==> src/rtl/core/drwt_pkg.sv <==
// Shared types and codes for the dirty revision write tracker.
// No dependencies.
package drwt_pkg;

  typedef enum logic [2:0] {
    MODE_MARK     = 3'd0,
    MODE_RESTORE  = 3'd1,
    MODE_COMPLETE = 3'd2,
    MODE_TAKE_URG = 3'd3,
    MODE_TAKE_DUE = 3'd4
  } mode_e;

  typedef enum logic [1:0] {
    ST_OK       = 2'd0,
    ST_FULL     = 2'd1,
    ST_NOTFOUND = 2'd2
  } op_status_e;

  localparam int unsigned FieldBits = 32;
  localparam int unsigned OccBits   = 5;

  // Decoded command handed from the front part to the back part.
  typedef struct packed {
    logic [2:0]           mode;
    logic [FieldBits-1:0] key;
    logic [FieldBits-1:0] rec;
    logic [FieldBits-1:0] rev;
    logic                 sm;
    logic                 ss;
    logic                 st;
    logic                 urg;
    logic [FieldBits-1:0] now;
  } cmd_t;

endpackage

==> src/rtl/core/drwt_front.sv <==
// Front part: accepts items, masks revision and time to the configured widths, queues them.
// Depends on drwt_pkg.
module drwt_front #(
  parameter int unsigned REVISION_BITS = 32,
  parameter int unsigned TIME_BITS     = 32
) (
  input  logic                         clk_i,
  input  logic                         rst_ni,
  input  logic                         in_valid_i,
  output logic                         in_ready_o,
  input  logic [2:0]                   mode_i,
  input  logic [31:0]                  key_i,
  input  logic [31:0]                  record_handle_i,
  input  logic [31:0]                  revision_i,
  input  logic                         sel_metadata_i,
  input  logic                         sel_status_i,
  input  logic                         sel_telemetry_i,
  input  logic                         want_urgent_i,
  input  logic [31:0]                  now_time_i,
  output logic                         cmd_valid_o,
  input  logic                         cmd_ready_i,
  output drwt_pkg::cmd_t               cmd_o
);
  import drwt_pkg::*;

  localparam int unsigned RB = (REVISION_BITS < 32) ? REVISION_BITS : 32;
  localparam int unsigned TB = (TIME_BITS < 32) ? TIME_BITS : 32;
  localparam logic [31:0] RevMask = 32'hFFFF_FFFF >> (32 - RB);
  localparam logic [31:0] TimeMask = 32'hFFFF_FFFF >> (32 - TB);

  // two-entry queue
  cmd_t       q_q [2];
  logic [1:0] cnt_q;
  logic       rd_q;
  logic       push, pop;
  cmd_t       c;

  always_comb begin
    c.mode = mode_i;
    c.key  = key_i;
    c.rec  = record_handle_i;
    c.rev  = revision_i & RevMask;
    c.sm   = sel_metadata_i;
    c.ss   = sel_status_i;
    c.st   = sel_telemetry_i;
    c.urg  = want_urgent_i;
    c.now  = now_time_i & TimeMask;
  end

  assign in_ready_o  = (cnt_q != 2'd2);
  assign push        = in_valid_i && in_ready_o;
  assign cmd_valid_o = (cnt_q != 2'd0);
  assign pop         = cmd_valid_o && cmd_ready_i;
  assign cmd_o       = q_q[rd_q];

  always_ff @(posedge clk_i or negedge rst_ni) begin
    if (!rst_ni) begin
      cnt_q <= '0;
      rd_q  <= 1'b0;
    end else begin
      if (pop) rd_q <= ~rd_q;
      cnt_q <= cnt_q + {1'b0, push} - {1'b0, pop};
    end
  end

  always_ff @(posedge clk_i) begin
    if (push) q_q[rd_q ^ cnt_q[0]] <= c;
  end

endmodule

==> config.mk <==
export PLATFORM = sky130hd
export DESIGN_NAME = drwt_front
export DESIGN_NICKNAME = d
export VERILOG_FILES = /design/src/rtl/core/drwt_pkg.sv /design/src/rtl/core/drwt_front.sv
export SDC_FILE = /design/constraint.sdc
export NUM_CORES = 1
export LEC_CHECK = 0
export CAP_MARGIN = 10
export CORE_ASPECT_RATIO = 1.2
export CORE_MARGIN = 2
export CORE_UTILIZATION = 40
export DETAILED_ROUTE_END_ITERATION = 10
export DONT_BUFFER_PORTS = 1
export PLACE_DENSITY = 0.54
export SYNTH_ARGS = -nofsm -noshare
export SYNTH_HDL_FRONTEND = slang
export SYNTH_SLANG_ARGS = --single-unit
==> constraint.sdc <==
create_clock -name clk_i -period 7.11 [get_ports clk_i]
set_clock_uncertainty 0.15 [all_clocks]
set_input_delay 1.7775 -clock clk_i [delete_from_list [all_inputs] [get_ports clk_i]]
set_output_delay 1.7775 -clock clk_i [all_outputs]
set_load 0.05 [all_outputs]
==> metrics.md <==
| Metric | Value |
|---|---|
| Status | `finished clean` |
| Drt drc | `0` |
| Max-slew headroom | `32.2%` |
| CP Capture Point | `cmd_o[18]` |
| Max Used Layer | `met5` |
| Multi-input gate area | `2030 um2` |
| Routed Antenna Nets | `0` |
| Final Critical Period | `4840 ps` |
| Netlist Area Pre-Place | `10500 um2` |
| Clock-pin slew on the worst setup and hold paths | `50 ps` |
| GR Util All Layers | `12.9%` |
| # diodes | `0` |
| Clk_lat worst skew | `520 ps` |
| Synth warn | `0` |
| Worst Path Required | `5180 ps` |
| Crit path launch type | `register` |
| Number of cells upsized or downsized after cts | `0` |
| Setup TNS | `0 ps` |
| Number of buffers created by CTS | `28` |
| DR iter-0 viols | `178` |
| Max-Cap Viols | `0` |
| Register area | `8190 um2` |
| Total global routing overflow | `0` |
| Critical path endpoint category | `output port` |
| Final Setup Violations | `0` |
| Root buffer cell | `clkbuf_16` |
| Gp weighted congestion | `0.698` |
| Met1 WL | `5770 um` |
| CTS sink count | `273` |
| Crit-path max cell delay | `970 ps` |
| Mapped Cells | `440` |
| Syn Nets | `581` |
| Vias post-DR | `4002` |
| Setup Buffers After CTS | `0` |
| Synth-to-layout area growth | `11.3%` |
| Vias in the first global route | `4441` |
| Final Hold Fails | `0` |
| Cell variety after synth | `19` |
| Most frequent cells in the layout | `edfxtp_1, mux2_4, mux2_2` |
| Reg2reg start | `rd_q` |
| Max Buffers Root-to-Sink | `3` |
| Die span in x | `152 um` |
| Pins Over Slew Limit | `0` |
| Routed WL | `18300 um` |
| Most common library cell in the layout ignoring fill and taps | `edfxtp_1` |
| Starting Density | `40.8%` |
| Synth Area in XOR/XNOR | `0.251%` |
| Critical Path Slowest Stage Cell | `dfrtp_4` |
| R2R setup slack | `4020 ps` |
| DR WL/cell | `22.6 um` |
| Peak Freq | `0.207 GHz` |
| I/O Pins | `276` |
| Post-synthesis adder-cell area fraction | `0.239%` |
| CTS tree | `done` |
| # rows | `64` |
| Hold_sp | `cnt_q[1]` |
| Flops & latches, synth | `273` |
| R2R cell count | `3` |
| Pin count of the biggest net entering global routing | `74` |
| Simple-gate portion of the synthesized area | `0.383%` |
| First-pass DRT Iterations | `4` |
| Sequential area share after synthesis | `78.3%` |
| DR WL met3 | `2400 um` |
| Vias per cell | `4.93` |
| Die height | `181 um` |
| Cells along the critical path | `buf_4, mux2_2` |
| Critical path class | `register to output port` |
| Arr. time, crit path | `2910 ps` |
| Leading area contributor after synthesis | `edfxtp_1` |
| First-pass GRT wire length | `26500 um` |
| H-Tree Depth | `1` |
| Nets@finish | `601` |
| HP Class | `register to register` |
| Post-route clock period utilization | `68.1%` |
| Mean area per synthesized cell | `23.8 um2` |
| Hold Buf Count CTS | `0` |
| Synth area leaders | `edfxtp_1, mux2_4, mux2_2, buf_12, dfrtp_1` |
| Die Area | `27400 um2` |
| Largest family of logic cells by synthesized area | `multiplexers` |
| Core area | `25600 um2` |
| Worst-Margin Slew | `1020 ps` |
| Yosys top cell area share | `77.6%` |
| Compound-Gate Fraction of Synth Area | `0.215%` |
| Portion of netlist area occupied by mux cells | `18.1%` |
| Worst-path maximum fanout | `52` |
| CP Launch Point | `rd_q` |
| Filler Cell Count | `2179` |
| WL met2 | `9680 um` |
| RSZ-0062 raised after global routing | `false` |
| IO Port Bufs | `0` |
| R2r endpoint | `q_q[1][105]` |
| Layout cells sized above 1 | `38.0%` |
| Initial antenna violation count | `1` |
[per-stage QoR]
stage / util [%] / setup slack [ps] / hold WS, ps / instances / area [um2]
2_1_floorplan: - / 1080 / 363 / 440 / 10500
5_1_grt: 45.4 / 2110 / 475 / 812 / 11600
4_1_cts: 45.4 / 2200 / 432 / 812 / 11600
3_3_place_gp: 41.7 / 2860 / 392 / 760 / 10700
6_report: 45.4 / 2270 / 434 / 812 / 11600
3_5_place_dp: 41.7 / 2780 / 418 / 760 / 10700
[cells in the mapped netlist, drive strengths merged]
master and n:
a21boi 1, buf 16, dfrtp 3, edfxtp 270
ha 2, inv 1, mux2 135, nand2 2
nand2b 1, nor2b 1, nor3b 1, o21a 2
or2 1, or3 1, xnor2 2, xor2 1
[sequential cells by signal, indices dropped and copies added (netlist names)]
name,cells
cnt_q,2
q_q,270
rd_q,1
[layout make-up]
class | count | area share (%)
sequential | 273 | 70.4
multi-input combinational | 150 | 17.4
clock buffer | 36 | 6.46
tap | 330 | 3.55
clock inverter | 16 | 1.78
timing repair buffer | 6 | 0.387
inverter | 1 | 0.0323
[kinds of logic (layout without fill, tap and decap cells)]
group / after synthesis / count (layout)
AO/OA/AOI/OAI: 3 / 3
buffers and inverters: 17 / 59
XOR/XNOR: 3 / 3
flip-flops: 273 / 273
multiplexers: 135 / 135
adder cells (fa/ha/maj): 2 / 2
AND/OR/NAND/NOR: 7 / 7
[critical path: cells and delay by family (launching register included)]
family | cells | cell delay, ps
muxes | 1 | 550
DFF | 1 | 970
buffers and inverters | 1 | 800
[metal layers]
metal  global-route usage, %  up-vias
li1                        -     1789
met1                    12.6     1987
met2                    23.1      185
met3                    6.62       39
met4                    4.37        2
met5                       0        -
[how the worst min path moves through the flow]
stage | to | cells past startpoint
after floorplan | cnt_q[1] | 1
after global placement | cnt_q[1] | 1
after detailed placement | cnt_q[1] | 1
after CTS | cnt_q[1] | 1
after global routing | cnt_q[1] | 1
final | cnt_q[1] | 1
Power is not shown: default switching activity piles up to over one toggle a cycle in this logic, so the estimate is an artifact.
